**config.mk**
```make
export PLATFORM = sky130hd
export DESIGN_NAME = input_event_capture_trigger
export DESIGN_NICKNAME = d
export VERILOG_FILES = /design/src/rtl/core/icet_pkg.sv /design/src/rtl/core/icet_ram.sv /design/src/rtl/core/input_event_capture_trigger.sv
export SDC_FILE = /design/constraint.sdc
export NUM_CORES = 2
export LEC_CHECK = 0
export ABC_CLOCK_PERIOD_IN_PS = 9900
export BUFFER_PORTS_ARGS = -buffer_cell sky130_fd_sc_hd__buf_2
export CAP_MARGIN = 10
export CORE_UTILIZATION = 30
export CTS_BUF_LIST = sky130_fd_sc_hd__clkbuf_8 sky130_fd_sc_hd__clkbuf_16
export CTS_CLUSTER_SIZE = 14
export DETAILED_ROUTE_END_ITERATION = 8
export HOLD_SLACK_MARGIN = 0.15
export PLACE_DENSITY_LB_ADDON = 0.08
export SLEW_MARGIN = 40
export SYNTH_ARGS = -nofsm -noshare
export SYNTH_HDL_FRONTEND = slang
export SYNTH_SLANG_ARGS = --single-unit
```
**constraint.sdc**
```tcl
create_clock -name clk -period 9.9 [get_ports clk]
set_input_delay 0.495 -clock clk [delete_from_list [all_inputs] [get_ports clk]]
set_output_delay 0.495 -clock clk [all_outputs]
set_load 0.02 [all_outputs]
```
**src/rtl/core/icet_pkg.sv**
```systemverilog
// Shared types, codes and constants for the input event capture trigger.
package icet_pkg;

    // Input commands, carried in s_tuser
    localparam logic [1:0] CMD_ARM  = 2'd0;
    localparam logic [1:0] CMD_TICK = 2'd1;
    localparam logic [1:0] CMD_READ = 2'd2;

    // Capture modes
    localparam logic [1:0] MODE_IDLE     = 2'd0;
    localparam logic [1:0] MODE_REACTION = 2'd1;
    localparam logic [1:0] MODE_RISING   = 2'd2;

    // Configuration register indexes (byte address = 4 * index)
    localparam logic [1:0] REG_CAPTURE_MODE      = 2'd0;
    localparam logic [1:0] REG_STICK_THRESHOLD   = 2'd1;
    localparam logic [1:0] REG_TRIGGER_THRESHOLD = 2'd2;
    localparam logic [1:0] REG_STICK_SELECT      = 2'd3;

    // Reset values of the thresholds
    localparam logic [7:0] STICK_THR_RESET   = 8'd23;
    localparam logic [7:0] TRIGGER_THR_RESET = 8'd49;

    // Stick centre, and the end position meaning "not yet triggered"
    localparam logic [7:0] STICK_CENTER = 8'd127;
    localparam logic [7:0] TAIL_IDLE    = 8'd255;

    // Button masks for reaction timing
    localparam logic [7:0] REACT_MASK_LOW  = 8'b0000_1111;
    localparam logic [7:0] REACT_MASK_HIGH = 8'b0111_1111;

    // Ring positions are kept at this width
    localparam int POS_W = 8;

    // One input item, last field in the lowest bits
    typedef struct packed {
        logic       pad;
        logic [7:0] unfilt_y;
        logic [7:0] unfilt_x;
        logic [7:0] right_trigger;
        logic [7:0] left_trigger;
        logic [7:0] c_y;
        logic [7:0] c_x;
        logic [7:0] main_y;
        logic [7:0] main_x;
        logic [7:0] buttons_high;
        logic [7:0] buttons_low;
        logic [6:0] read_index;
    } in_item_t;

    // One stored ring entry
    typedef struct packed {
        logic [7:0] buttons;
        logic [7:0] unfilt_y;
        logic [7:0] unfilt_x;
        logic [7:0] y;
        logic [7:0] x;
    } entry_t;

    localparam int ENTRY_W = $bits(entry_t);

    // One result item, last field in the lowest bits
    typedef struct packed {
        entry_t      entry;
        logic [7:0]  end_pos;
        logic [6:0]  start_pos;
        logic [15:0] reaction_count;
        logic        capture_done;
    } out_item_t;

    // Absolute difference of two bytes
    function automatic logic [7:0] abs_diff(input logic [7:0] a, input logic [7:0] b);
        abs_diff = (a >= b) ? (a - b) : (b - a);
    endfunction

endpackage

```
**src/rtl/core/icet_ram.sv**
```systemverilog
// Generic single-write, single-read RAM with registered read data.
module icet_ram
#(
    parameter int WIDTH = 40,
    parameter int DEPTH = 100,
    localparam int AW = (DEPTH > 1) ? $clog2(DEPTH) : 1
)
(
    input  logic             clk,
    input  logic             we,
    input  logic [AW-1:0]    waddr,
    input  logic [WIDTH-1:0] wdata,
    input  logic             re,
    input  logic [AW-1:0]    raddr,
    output logic [WIDTH-1:0] rdata
);

    logic [WIDTH-1:0] mem [DEPTH];
    logic [WIDTH-1:0] rdata_reg;

    // Write port
    always_ff @(posedge clk)
    begin
        if (we)
        begin
            mem[waddr] <= wdata;
        end
    end

    // Read port, hold data between reads
    always_ff @(posedge clk)
    begin
        if (re)
        begin
            rdata_reg <= mem[raddr];
        end
    end

    assign rdata = rdata_reg;

endmodule

```
**src/rtl/core/input_event_capture_trigger.sv**
```systemverilog
// Top level of the input event capture trigger: config, state update, ring and output stage.
//
//  channel  direction  handshake           payload
//  s_axis   in         s_tvalid/s_tready   s_tdata (item fields), s_tuser (cmd)
//  m_axis   out        m_tvalid/m_tready   m_tdata (status and read entry)
//  apb      in/out     psel/penable/pready paddr, pwdata, prdata
//
//  One item per cycle while the output is not stalled; each result appears in the cycle after its transfer.
//  State and the ring write update at the input transfer edge; the ring read
//  is registered in the same edge and lands in the output stage.
//  Reset returns control state to its reset values; ring contents are undefined until written.
//  A stalled output holds and blocks new input until it is taken.
module input_event_capture_trigger
    import icet_pkg::*;
#(
    parameter int DEPTH = 100
)
(
    input  logic        clk,
    input  logic        rst_n,

    input  logic        s_tvalid,
    output logic        s_tready,
    // [6:0] read_index, [14:7] buttons_low, [22:15] buttons_high, [30:23] main_x,
    // [38:31] main_y, [46:39] c_x, [54:47] c_y, [62:55] left_trigger,
    // [70:63] right_trigger, [78:71] unfilt_x, [86:79] unfilt_y, [87] zero
    input  logic [87:0] s_tdata,
    // [1:0] cmd
    input  logic [1:0]  s_tuser,

    output logic        m_tvalid,
    input  logic        m_tready,
    // [0] capture_done, [16:1] reaction_count, [23:17] start_pos, [31:24] end_pos,
    // [39:32] entry_x, [47:40] entry_y, [55:48] entry_unfilt_x,
    // [63:56] entry_unfilt_y, [71:64] entry_buttons
    output logic [71:0] m_tdata,

    input  logic        psel,
    input  logic        penable,
    input  logic        pwrite,
    input  logic [3:0]  paddr,
    input  logic [31:0] pwdata,
    output logic [31:0] prdata,
    output logic        pready
);

    localparam int AW = (DEPTH > 1) ? $clog2(DEPTH) : 1;
    localparam logic [POS_W-1:0] LAST_POS = POS_W'(DEPTH - 1);
    localparam logic [POS_W-1:0] DEPTH_POS = POS_W'(DEPTH);

    in_item_t in_item;
    logic     s_xfer;
    logic     cfg_write;
    logic [1:0] reg_sel;

    // Configuration registers
    logic [1:0] capture_mode_reg;
    logic [7:0] stick_threshold_reg;
    logic [7:0] trigger_threshold_reg;
    logic       stick_select_reg;

    // Capture state
    logic [7:0]       origin_x_reg,     origin_x_next;
    logic [7:0]       origin_y_reg,     origin_y_next;
    logic             begun_reg,        begun_next;
    logic             finished_reg,     finished_next;
    logic [15:0]      sample_count_reg, sample_count_next;
    logic [POS_W-1:0] head_reg,         head_next;
    logic [POS_W-1:0] tail_reg,         tail_next;

    // Output stage
    logic out_valid_reg, out_valid_next;
    logic entry_ok_reg;

    // Ring access
    logic             ram_we;
    logic [POS_W-1:0] ram_wpos;
    entry_t           wr_entry;
    logic             read_ok;
    logic [POS_W-1:0] read_pos;
    logic [ENTRY_W-1:0] ram_rdata;

    // Selected stick and derived conditions
    logic [7:0]       sel_x, sel_y;
    logic             react_hit;
    logic             moved;
    logic [POS_W-1:0] head_inc;
    logic [POS_W-1:0] tail_inc;
    logic [POS_W-1:0] head_inc_inc;

    out_item_t out_item;

    assign in_item = in_item_t'(s_tdata);
    assign s_tready = !out_valid_reg || m_tready;
    assign s_xfer   = s_tvalid && s_tready;

    // Configuration port: writes in the access phase, reads by word index
    assign pready    = 1'b1;
    assign reg_sel   = paddr[3:2];
    assign cfg_write = psel && penable && pwrite && pready;

    always_ff @(posedge clk or negedge rst_n)
    begin
        if (!rst_n)
        begin
            capture_mode_reg      <= MODE_IDLE;
            stick_threshold_reg   <= STICK_THR_RESET;
            trigger_threshold_reg <= TRIGGER_THR_RESET;
            stick_select_reg      <= 1'b0;
        end
        else if (cfg_write)
        begin
            unique case (reg_sel)
                REG_CAPTURE_MODE:      capture_mode_reg      <= pwdata[1:0];
                REG_STICK_THRESHOLD:   stick_threshold_reg   <= pwdata[7:0];
                REG_TRIGGER_THRESHOLD: trigger_threshold_reg <= pwdata[7:0];
                REG_STICK_SELECT:      stick_select_reg      <= pwdata[0];
                default:               ;
            endcase
        end
    end

    always_comb
    begin
        unique case (reg_sel)
            REG_CAPTURE_MODE:      prdata = {30'd0, capture_mode_reg};
            REG_STICK_THRESHOLD:   prdata = {24'd0, stick_threshold_reg};
            REG_TRIGGER_THRESHOLD: prdata = {24'd0, trigger_threshold_reg};
            REG_STICK_SELECT:      prdata = {31'd0, stick_select_reg};
            default:               prdata = 32'd0;
        endcase
    end

    // Pick the captured stick and build the entry to store
    assign sel_x = stick_select_reg ? in_item.c_x : in_item.main_x;
    assign sel_y = stick_select_reg ? in_item.c_y : in_item.main_y;

    assign wr_entry.x        = sel_x;
    assign wr_entry.y        = sel_y;
    assign wr_entry.unfilt_x = in_item.unfilt_x;
    assign wr_entry.unfilt_y = in_item.unfilt_y;
    assign wr_entry.buttons  = {in_item.buttons_high[6:4], in_item.buttons_low[4:0]};

    // Reaction end: masked button, stick deviation or trigger level
    assign react_hit =
        ((in_item.buttons_low & REACT_MASK_LOW) != 8'd0) ||
        ((in_item.buttons_high & REACT_MASK_HIGH) != 8'd0) ||
        (abs_diff(in_item.main_x, STICK_CENTER) >= stick_threshold_reg) ||
        (abs_diff(in_item.main_y, STICK_CENTER) >= stick_threshold_reg) ||
        (abs_diff(in_item.c_x, STICK_CENTER) >= stick_threshold_reg) ||
        (abs_diff(in_item.c_y, STICK_CENTER) >= stick_threshold_reg) ||
        (in_item.left_trigger >= trigger_threshold_reg) ||
        (in_item.right_trigger >= trigger_threshold_reg);

    // Rising-stick trigger: leaves the origin by more than the threshold
    assign moved = (abs_diff(sel_x, origin_x_reg) > stick_threshold_reg) ||
                   (abs_diff(sel_y, origin_y_reg) > stick_threshold_reg);

    // Ring position increments with wrap
    assign head_inc     = (head_reg == LAST_POS) ? '0 : head_reg + 1'b1;
    assign tail_inc     = (tail_reg == LAST_POS) ? '0 : tail_reg + 1'b1;
    assign head_inc_inc = (head_inc == LAST_POS) ? '0 : head_inc + 1'b1;

    // Next capture state and ring write for one item
    always_comb
    begin
        origin_x_next     = origin_x_reg;
        origin_y_next     = origin_y_reg;
        begun_next        = begun_reg;
        finished_next     = finished_reg;
        sample_count_next = sample_count_reg;
        head_next         = head_reg;
        tail_next         = tail_reg;
        ram_we            = 1'b0;
        ram_wpos          = '0;

        if (s_xfer)
        begin
            if (s_tuser == CMD_ARM)
            begin
                begun_next        = 1'b0;
                finished_next     = 1'b0;
                sample_count_next = 16'd0;
            end
            else if (s_tuser == CMD_TICK && !finished_reg)
            begin
                if (capture_mode_reg == MODE_REACTION)
                begin
                    if (sample_count_reg != 16'hFFFF)
                    begin
                        sample_count_next = sample_count_reg + 16'd1;
                    end
                    if (react_hit)
                    begin
                        finished_next = 1'b1;
                    end
                end
                else if (capture_mode_reg == MODE_RISING)
                begin
                    if (!begun_reg)
                    begin
                        begun_next    = 1'b1;
                        head_next     = '0;
                        tail_next     = TAIL_IDLE;
                        origin_x_next = sel_x;
                        origin_y_next = sel_y;
                        ram_we        = 1'b1;
                        ram_wpos      = '0;
                    end
                    else if (tail_reg == TAIL_IDLE)
                    begin
                        head_next = head_inc;
                        ram_we    = 1'b1;
                        ram_wpos  = head_inc;
                        if (moved)
                        begin
                            tail_next = head_inc_inc;
                        end
                    end
                    else if (tail_reg != head_reg)
                    begin
                        ram_we    = 1'b1;
                        ram_wpos  = tail_reg;
                        tail_next = tail_inc;
                    end
                    else
                    begin
                        finished_next = 1'b1;
                    end
                end
            end
        end
    end

    // Hold capture state
    always_ff @(posedge clk or negedge rst_n)
    begin
        if (!rst_n)
        begin
            origin_x_reg     <= 8'd0;
            origin_y_reg     <= 8'd0;
            begun_reg        <= 1'b0;
            finished_reg     <= 1'b1;
            sample_count_reg <= 16'd0;
            head_reg         <= '0;
            tail_reg         <= '0;
        end
        else
        begin
            origin_x_reg     <= origin_x_next;
            origin_y_reg     <= origin_y_next;
            begun_reg        <= begun_next;
            finished_reg     <= finished_next;
            sample_count_reg <= sample_count_next;
            head_reg         <= head_next;
            tail_reg         <= tail_next;
        end
    end

    // Ring read for a read command within range
    assign read_pos = {1'b0, in_item.read_index};
    assign read_ok  = (s_tuser == CMD_READ) && (read_pos < DEPTH_POS);

    icet_ram #(
        .WIDTH (ENTRY_W),
        .DEPTH (DEPTH)
    ) u_ring (
        .clk   (clk),
        .we    (ram_we),
        .waddr (ram_wpos[AW-1:0]),
        .wdata (wr_entry),
        .re    (s_xfer && read_ok),
        .raddr (read_pos[AW-1:0]),
        .rdata (ram_rdata)
    );

    // Output stage: load on each input transfer, drop when taken
    always_comb
    begin
        out_valid_next = out_valid_reg;
        if (s_xfer)
        begin
            out_valid_next = 1'b1;
        end
        else if (m_tready)
        begin
            out_valid_next = 1'b0;
        end
    end

    always_ff @(posedge clk or negedge rst_n)
    begin
        if (!rst_n)
        begin
            out_valid_reg <= 1'b0;
        end
        else
        begin
            out_valid_reg <= out_valid_next;
        end
    end

    always_ff @(posedge clk)
    begin
        if (s_xfer)
        begin
            entry_ok_reg <= read_ok;
        end
    end

    // Status comes straight from the state: it only moves on an input transfer,
    // which also reloads the output stage
    assign out_item.capture_done   = finished_reg;
    assign out_item.reaction_count = sample_count_reg;
    assign out_item.start_pos      = head_reg[6:0];
    assign out_item.end_pos        = tail_reg;
    assign out_item.entry          = entry_ok_reg ? entry_t'(ram_rdata) : '0;

    assign m_tvalid = out_valid_reg;
    assign m_tdata  = out_item;

    // Ring head always lies inside the ring
    assert property (@(posedge clk) disable iff (!rst_n) head_reg < DEPTH_POS)
        else $error("ring head out of range");

    // Tail is inside the ring or marks "not yet triggered"
    assert property (@(posedge clk) disable iff (!rst_n)
        (tail_reg < DEPTH_POS) || (tail_reg == TAIL_IDLE))
        else $error("ring tail out of range");

    // Ring writes happen only on a sample tick transfer
    assert property (@(posedge clk) disable iff (!rst_n)
        ram_we |-> (s_xfer && s_tuser == CMD_TICK && capture_mode_reg == MODE_RISING))
        else $error("ring write without a tick");

    // Arm clears the done flag and the count
    assert property (@(posedge clk) disable iff (!rst_n)
        (s_xfer && s_tuser == CMD_ARM) |=> (!finished_reg && sample_count_reg == 16'd0))
        else $error("arm did not clear state");

    // State holds while a result waits to be taken
    assert property (@(posedge clk) disable iff (!rst_n)
        (out_valid_reg && !m_tready) |=>
            ($stable(head_reg) && $stable(tail_reg) && $stable(finished_reg)))
        else $error("state moved during output stall");

endmodule
```
# Word level (Yosys, flattened, before mapping)

Memories as Yosys holds them, arrays and structs flattened. A register that Yosys moved wholly into a read port is not among the register bits.
Index checks and enable logic that the tools add are counted.

Register bits: 71
Output and inout bits: 107
RAM bits: 4000
Memories kept: 1
ROM bits: 0
Latch bits: 0
Word-level logic and storage cells: 161

Reductions and logical operators: 38
Divide/modulo/power cells: 0
Order comparisons: 15
Equal/unequal tests: 20
Multiply operators: 0
Muxes and demuxes: 55
Shift operators: 0
Add/subtract/negate cells: 16
Bitwise gates (word level): 3

Memory list:

| memory     | depth | bits a word | rd ports | clocked after memory_dff | write ports | RTL line       | RTL |
|---|---|---|---|---|---|---|---|
| u_ring.mem | 100   | 40          | 1        | 1                        | 1           | icet_ram.sv:18 | `logic [WIDTH-1:0] mem [DEPTH];` |

Operators by type and width:

| cell                  | count |
|---|---|
| $mux 8                | 17 |
| $pmux 32 s4           | 1 |
| $ge 8x8->1            | 8 |
| $mux 16               | 4 |
| $mux 7                | 8 |
| $mux 40               | 1 |
| $ge 8x7->1 const B    | 4 |
| $sub 7x8->8 const A   | 4 |
| $sub 8x7->8 const B   | 4 |
| $sub 8x8->8           | 4 |
| $add 8x1->8 const B   | 3 |
| $eq 8x7->1 const B    | 3 |
| $mux 1                | 24 |
| $add 16x1->16 const B | 1 |
| $gt 8x8->1            | 2 |
| $ne 16x16->1 const B  | 1 |
| $reduce_bool 8->1     | 2 |
| $reduce_and 7->1      | 2 |
| $ne 3x3->1 const B    | 4 |
| $reduce_and 6->1      | 2 |
| $reduce_bool 2->1     | 5 |
| $logic_or 1x1->1      | 9 |
| $eq 2x2->1 const B    | 4 |
| $eq 8x8->1 const B    | 1 |
| 13 further kinds      | 29 |

# Logic depth before layout (Yosys ltp)

Depth in word-level cells: 13
Mapped depth: 22

# Hierarchy

Synthesis repeated with hierarchy kept, for this count alone.

Cells, all modules: 7121
Area total of the unflattened synthesis: 161467.4 um^2

By module, submodules not included:

| module                      | cells an instance | area each (um^2) | sequential area each (um^2) | times used |
|---|---|---|---|---|
| icet_ram                    | 6167              | 153607.3         | 121316.4                    | 1 |
| input_event_capture_trigger | 954               | 7860.0           | 1791.7                      | 1 |

# Worst setup path after synthesis

OpenSTA, ideal clock, no wires.

Kind: flip-flop to flip-flop
Start: register stick_select_reg
End: register tail_reg[4]
Slack: 3592 ps
Buffers on the path: 3
Stages on the path, launching flop included: 22
Period minus slack after synthesis: 6308 ps
Arrival time: 6230 ps
Data required time: 9822 ps
Cell sequence: dfrtp_1 -> clkbuf_1 -> buf_1 -> mux2i_1 -> inv_1 -> fa_1 -> a21oi_1 -> o2111a_1 -> o31ai_2 -> mux2i_1 -> a21oi_1 -> o21ai_0 -> xnor2_1 -> ha_1 -> a21o_1 -> a21oi_1 -> o211ai_1 -> a211oi_1 -> a21bo_2 -> clkbuf_1 -> o21ai_0 -> a21oi_1

Word-level cells in the longest chain between the ends: 7

Ends and longest elaborated chain:

| element                                          | RTL line                           | RTL |
|---|---|---|
| from (decl)                                      | input_event_capture_trigger.sv:60  | `logic stick_select_reg;` |
| from (signal assigned)                           | input_event_capture_trigger.sv:117 | `REG_STICK_SELECT: stick_select_reg <= pwdata[0];` |
| $mux 8 *                                         | input_event_capture_trigger.sv:136 | `assign sel_y = stick_select_reg ? in_item.c_y : in_item.main_y;` |
| via sel_y[1]                                     | input_event_capture_trigger.sv:84  | `logic [7:0] sel_x, sel_y;` |
| $sub 8x8->8 / $ge 8x8->1 (equally long branches) | icet_pkg.sv:73                     | `abs_diff = (a >= b) ? (a - b) : (b - a);` |
| $mux 8 *                                         | icet_pkg.sv:73                     |  |
| $gt 8x8->1 *                                     | input_event_capture_trigger.sv:157 | `(abs_diff(sel_y, origin_y_reg) > stick_threshold_reg);` |
| $logic_or 1x1->1 *                               | input_event_capture_trigger.sv:156 | `assign moved = (abs_diff(sel_x, origin_x_reg) > stick_threshold_reg) \|\|` |
| $ne 3x3->1 (no source line) *                    | -                                  |  |
| $reduce_and 7->1 (no source line) *              | -                                  |  |
| to (signal assigned)                             | input_event_capture_trigger.sv:256 | `tail_reg <= tail_next;` |
| to (decl)                                        | input_event_capture_trigger.sv:69  | `logic [POS_W-1:0] tail_reg, tail_next;` |

Mark *: on every way through the listed nets, which the timed path passes. The rest lies on a longest branch.
A chain may end at the register's enable or synchronous reset.

# Final worst setup path

Start: register stick_select_reg
End: register tail_reg[2]

Word-level cells in the longest chain between the ends: 7

Ends and longest elaborated chain:

| element                                          | RTL line                           | RTL |
|---|---|---|
| $mux 8 *                                         | input_event_capture_trigger.sv:135 | `assign sel_x = stick_select_reg ? in_item.c_x : in_item.main_x;` |
| via sel_x[5]                                     | input_event_capture_trigger.sv:84  |  |
| $sub 8x8->8 / $ge 8x8->1 (equally long branches) | icet_pkg.sv:73                     |  |
| $mux 8 *                                         | icet_pkg.sv:73                     |  |
| $gt 8x8->1 *                                     | input_event_capture_trigger.sv:156 |  |
| $logic_or 1x1->1 *                               | input_event_capture_trigger.sv:156 |  |
| $ne 3x3->1 (no source line) *                    | -                                  |  |
| $reduce_and 7->1 (no source line) *              | -                                  |  |

Marks and branches as above.

==> impl_results.md <==
* Core Box Area at about 0.53 mm²
* Cell breakdown of the critical path: mux2i_1, clkinv_2, ha_1, and3_1, a211oi_1, a211o_1, mux2_2, a31oi_1, o22ai_1, nor3b_1, ha_1, a21oi_1, o21ai_0, o22ai_1, a21bo_2, a221oi_1, nor3_1
* Hold Startpoint: s_tdata[9]
* Adder-Cell Fraction of Synth Area at less than 1%
* Grt met1 use at between 20% and 30%
* Bufs on Longest Clock Path at 4
* Simple-Gate Fraction of Synth Area at under 10%
* RD Place Congestion at slightly below 0.8
* Critical Path End: tail_reg[2]
* Async set or reset register ratio after synthesis at ~1.7%
* Crit. End Element: flop
* Max Transition Viols Final at 0
* Crit path from: stick_select_reg
* First-pass GRT wire length at between 700000 and 800000 µm
* Fmax achieved at between 100 and 150 MHz
* H-tree Lvls at 5
* Final net count at slightly below 8000
* Post-Syn Area per Cell at around 23 µm²
* CP Buf/Inv Count at 1
* DRC at 51
* Power density over the cells at approximately 210 mW/mm²
* Vias per cell at between 5 and 6
* Post-DP HPWL at 301000 µm
* Max reg flops at 4000
* CTS tree: yes
* Crit Reg-Reg Endpoint: tail_reg[2]
* Setup violators final at 0
* Peak VDD IR at 158 µV
* Rows at 268
* Die Wd at 735 µm
* Crit. path cell count at 17
* Met3 Use GR at under 10%
* Slew HR at a little under a third
* Routed Antenna Nets at 0
* Final min period at a little under 7 ns
* Total grt overflow at 0
* Largest delay share family, worst path: compound AO/OA/AOI/OAI gates
* Drt wl/cell at approximately 34 µm
* EDFF count, synth at about 4000
* Skew final at between 0.05 and 0.06 ns
* XOR/XNOR share of the synthesized area at less than 1%
* Sequential element share of the synthesized area at 76.3%
* Post-Syn Area at around 0.16 mm²
* Synth Warn # at 0
* Root Driver: clkbuf_16
* Post-synthesis mux area share at around 18%
* Dominant synthesized flop cell: edfxtp_1
* DR vias at just under 80000
* Distinct cell type count after synthesis at 83
* CP Launch Type: flop
* Reg-to-reg critical path startpoint: stick_select_reg
* Worst hold path class: in -> reg
* Initial Util at between 30% and 40%
* Die H at ~740 µm
* Crit path kind: reg -> reg
* Commonest non-fill, non-tap cell in the layout: edfxtp_1
* Num CTS Buffers at approximately 460
* Placed Area at around 0.17 mm²
* Req. time, crit path at 10.80 ns
* Period utilization at around two thirds
* Port bufs at 183
* Failing checks: DRC
* CTS Sinks at ~4100
* Post-synthesis cell count at 7036
* Critical path fanouts, max at 35
* Post-synthesis compound-gate area fraction at 1.49%
* Largest net degree at the start of global routing at 103
* Initial antenna violation count at 51
* Clk_lat worst skew at a little over 1 ns
* Setup TNS at 0 ns
* Initial DRC Count at approximately 7200
* Total power draw at slightly below 40 mW
* Busiest grt layer: met2
* Largest stage delay, worst path at around 0.71 ns
* Worst hold margin at ~0.24 ns
* Finished Cell Area at between 0.15 and 0.2 mm²
* WP data arrival at between 7 and 8 ns
* Share of layout cells above drive strength 1 at a little under a third
* Total Wirelength at 524000 µm
* Flop and latch count out of synthesis at 4111
* Worst reg-to-reg path cell count at 17
* Endpoints failing hold at 0
* First drt pass iteration count at 7
* Worst-margin pin slew at 1.03 ns
* CTS clock-pin slew for the worst setup and hold paths at roughly 0.06 ns
* Die area at ~0.54 mm²
* Most frequent cells in the layout: 4041 x edfxtp_1, 1219 x mux4_2, 464 x clkbuf_16
* Area growth syn-to-layout at 17.0%
* Largest family of logic cells by synthesized area: multiplexers
* Slowest-stage cell, CP: dfrtp_2
* # IOs at between 200 and 250
* MaxCap Viol Count at 0
* RSZ-0062 raised after global routing: false
* Worst R2R Setup Slack at 3.13 ns
* GRT Overall Usage at a little under a fifth
* Leakage at about 59 nW
* Vias in the first global route at a little over 80000
* Met2 Track Usage GR at about a third
* Outcome: finished, violations left
repair_timing:
item	CTS	global route
buffers inserted	0	0
hold buffers	57	0
gates resized for setup	0	0
hold endpoints to repair	833	0
layout make-up:
type	count	area, µm²
fillers	49233	345000
flip-flops and latches	4111	123000
multi-input cells	2484	37100
clock buffers	469	11700
well taps	7155	8950
repair buffers	540	4720
clock inverters	380	2870
inverters	73	313
diodes	17	42.5
synth_stat cells (7+ instances only):
cell      instances  area, µm²
xnor2_1          39        342
clkbuf_1        192        721
and3_1           18        113
a211oi_1         14        105
o22ai_1          20        125
nand4_1          14       87.6
o21ai_0          63        315
o21ai_1          20        100
dfstp_2           8        210
a31o_1            7       61.3
o221ai_1          9       78.8
a221oi_1         17        149
nand2_1         115        432
o22a_1           20        175
buf_2           103        515
edfxtp_1       4041     121000
nor3_1           24        120
or2_2             7       43.8
xor2_1           24        210
mux4_2         1219      27500
a22oi_1          13       97.6
buf_4            58        435
nor2_1          191        717
nand3_1          45        225
nor2b_1          23        144
inv_1            72        270
or3_1             7       43.8
nand2b_1         19        119
a21o_1           19        143
and2_1           47        294
buf_1            32        120
mux2_2           33        372
ha_1            102       1280
a22o_1           11       96.3
a21oi_1         105        526
mux2i_1         129       1290
dfrtp_1          62       1550
through the flow:
| stage | util (%) | setup WS, ns | std cells |
|---|---|---|---|
| 3_3_place_gp | 32.3 | 2.74 | 14280 |
| 5_1_grt | 35.3 | 2.61 | 15215 |
| 6_report | 35.3 | 3.13 | 15229 |
| 3_5_place_dp | 32.5 | 3.11 | 14298 |
| 2_1_floorplan | - | 3.59 | 7059 |
| 4_1_cts | 35.3 | 3.08 | 15204 |
worst min-delay path by stage:
stage                                          end  cells after the start
final                           u_ring.mem[81][34]                      2
after CTS                   stick_threshold_reg[7]                      4
after detailed placement  trigger_threshold_reg[2]                      1
after floorplan                          begun_reg                      0
after global placement    trigger_threshold_reg[2]                      1
after global routing            u_ring.mem[81][34]                      2
logic make-up (layout without fill, tap and decap cells):
group / Yosys count / in the layout
adders and majority gates: 106 / 106
muxes: 1381 / 1381
and+or+nand+nor: 542 / 542
other: 2 / 42
AOI/OAI and AO/OA: 367 / 367
xor gates and xnor gates: 63 / 63
buffers and inverters: 464 / 1462
DFF: 4111 / 4111
report_power, final:
part | switching [mW] | internal (mW)
clock | 7.04 | 9.55
combinational | 2.22 | 1.15
sequential | 0.121 | 19.4
routing by layer:
metal / vias up / share of wire, % / routed length (µm)
met5: - / 0.0092 / 48
met4: 8 / 1.9 / 10200
met3: 523 / 4.5 / 23700
met2: 2010 / 49 / 254000
met1: 43822 / 45 / 236000
li1: 31258 / - / -
worst register-to-register path, cell delays in order, from the launching register on:
cell and delay (ns):
dfrtp_2 0.71, mux2i_1 0.50, clkinv_2 0.59, ha_1 0.64
and3_1 0.19, a211oi_1 0.41, a211o_1 0.52, mux2_2 0.39
a31oi_1 0.37, o22ai_1 0.14, nor3b_1 0.24, ha_1 0.30
a21oi_1 0.16, o21ai_0 0.12, o22ai_1 0.61, a21bo_2 0.43
a221oi_1 0.10, nor3_1 0.25
Note: power is estimated with default switching activity, not from simulation.
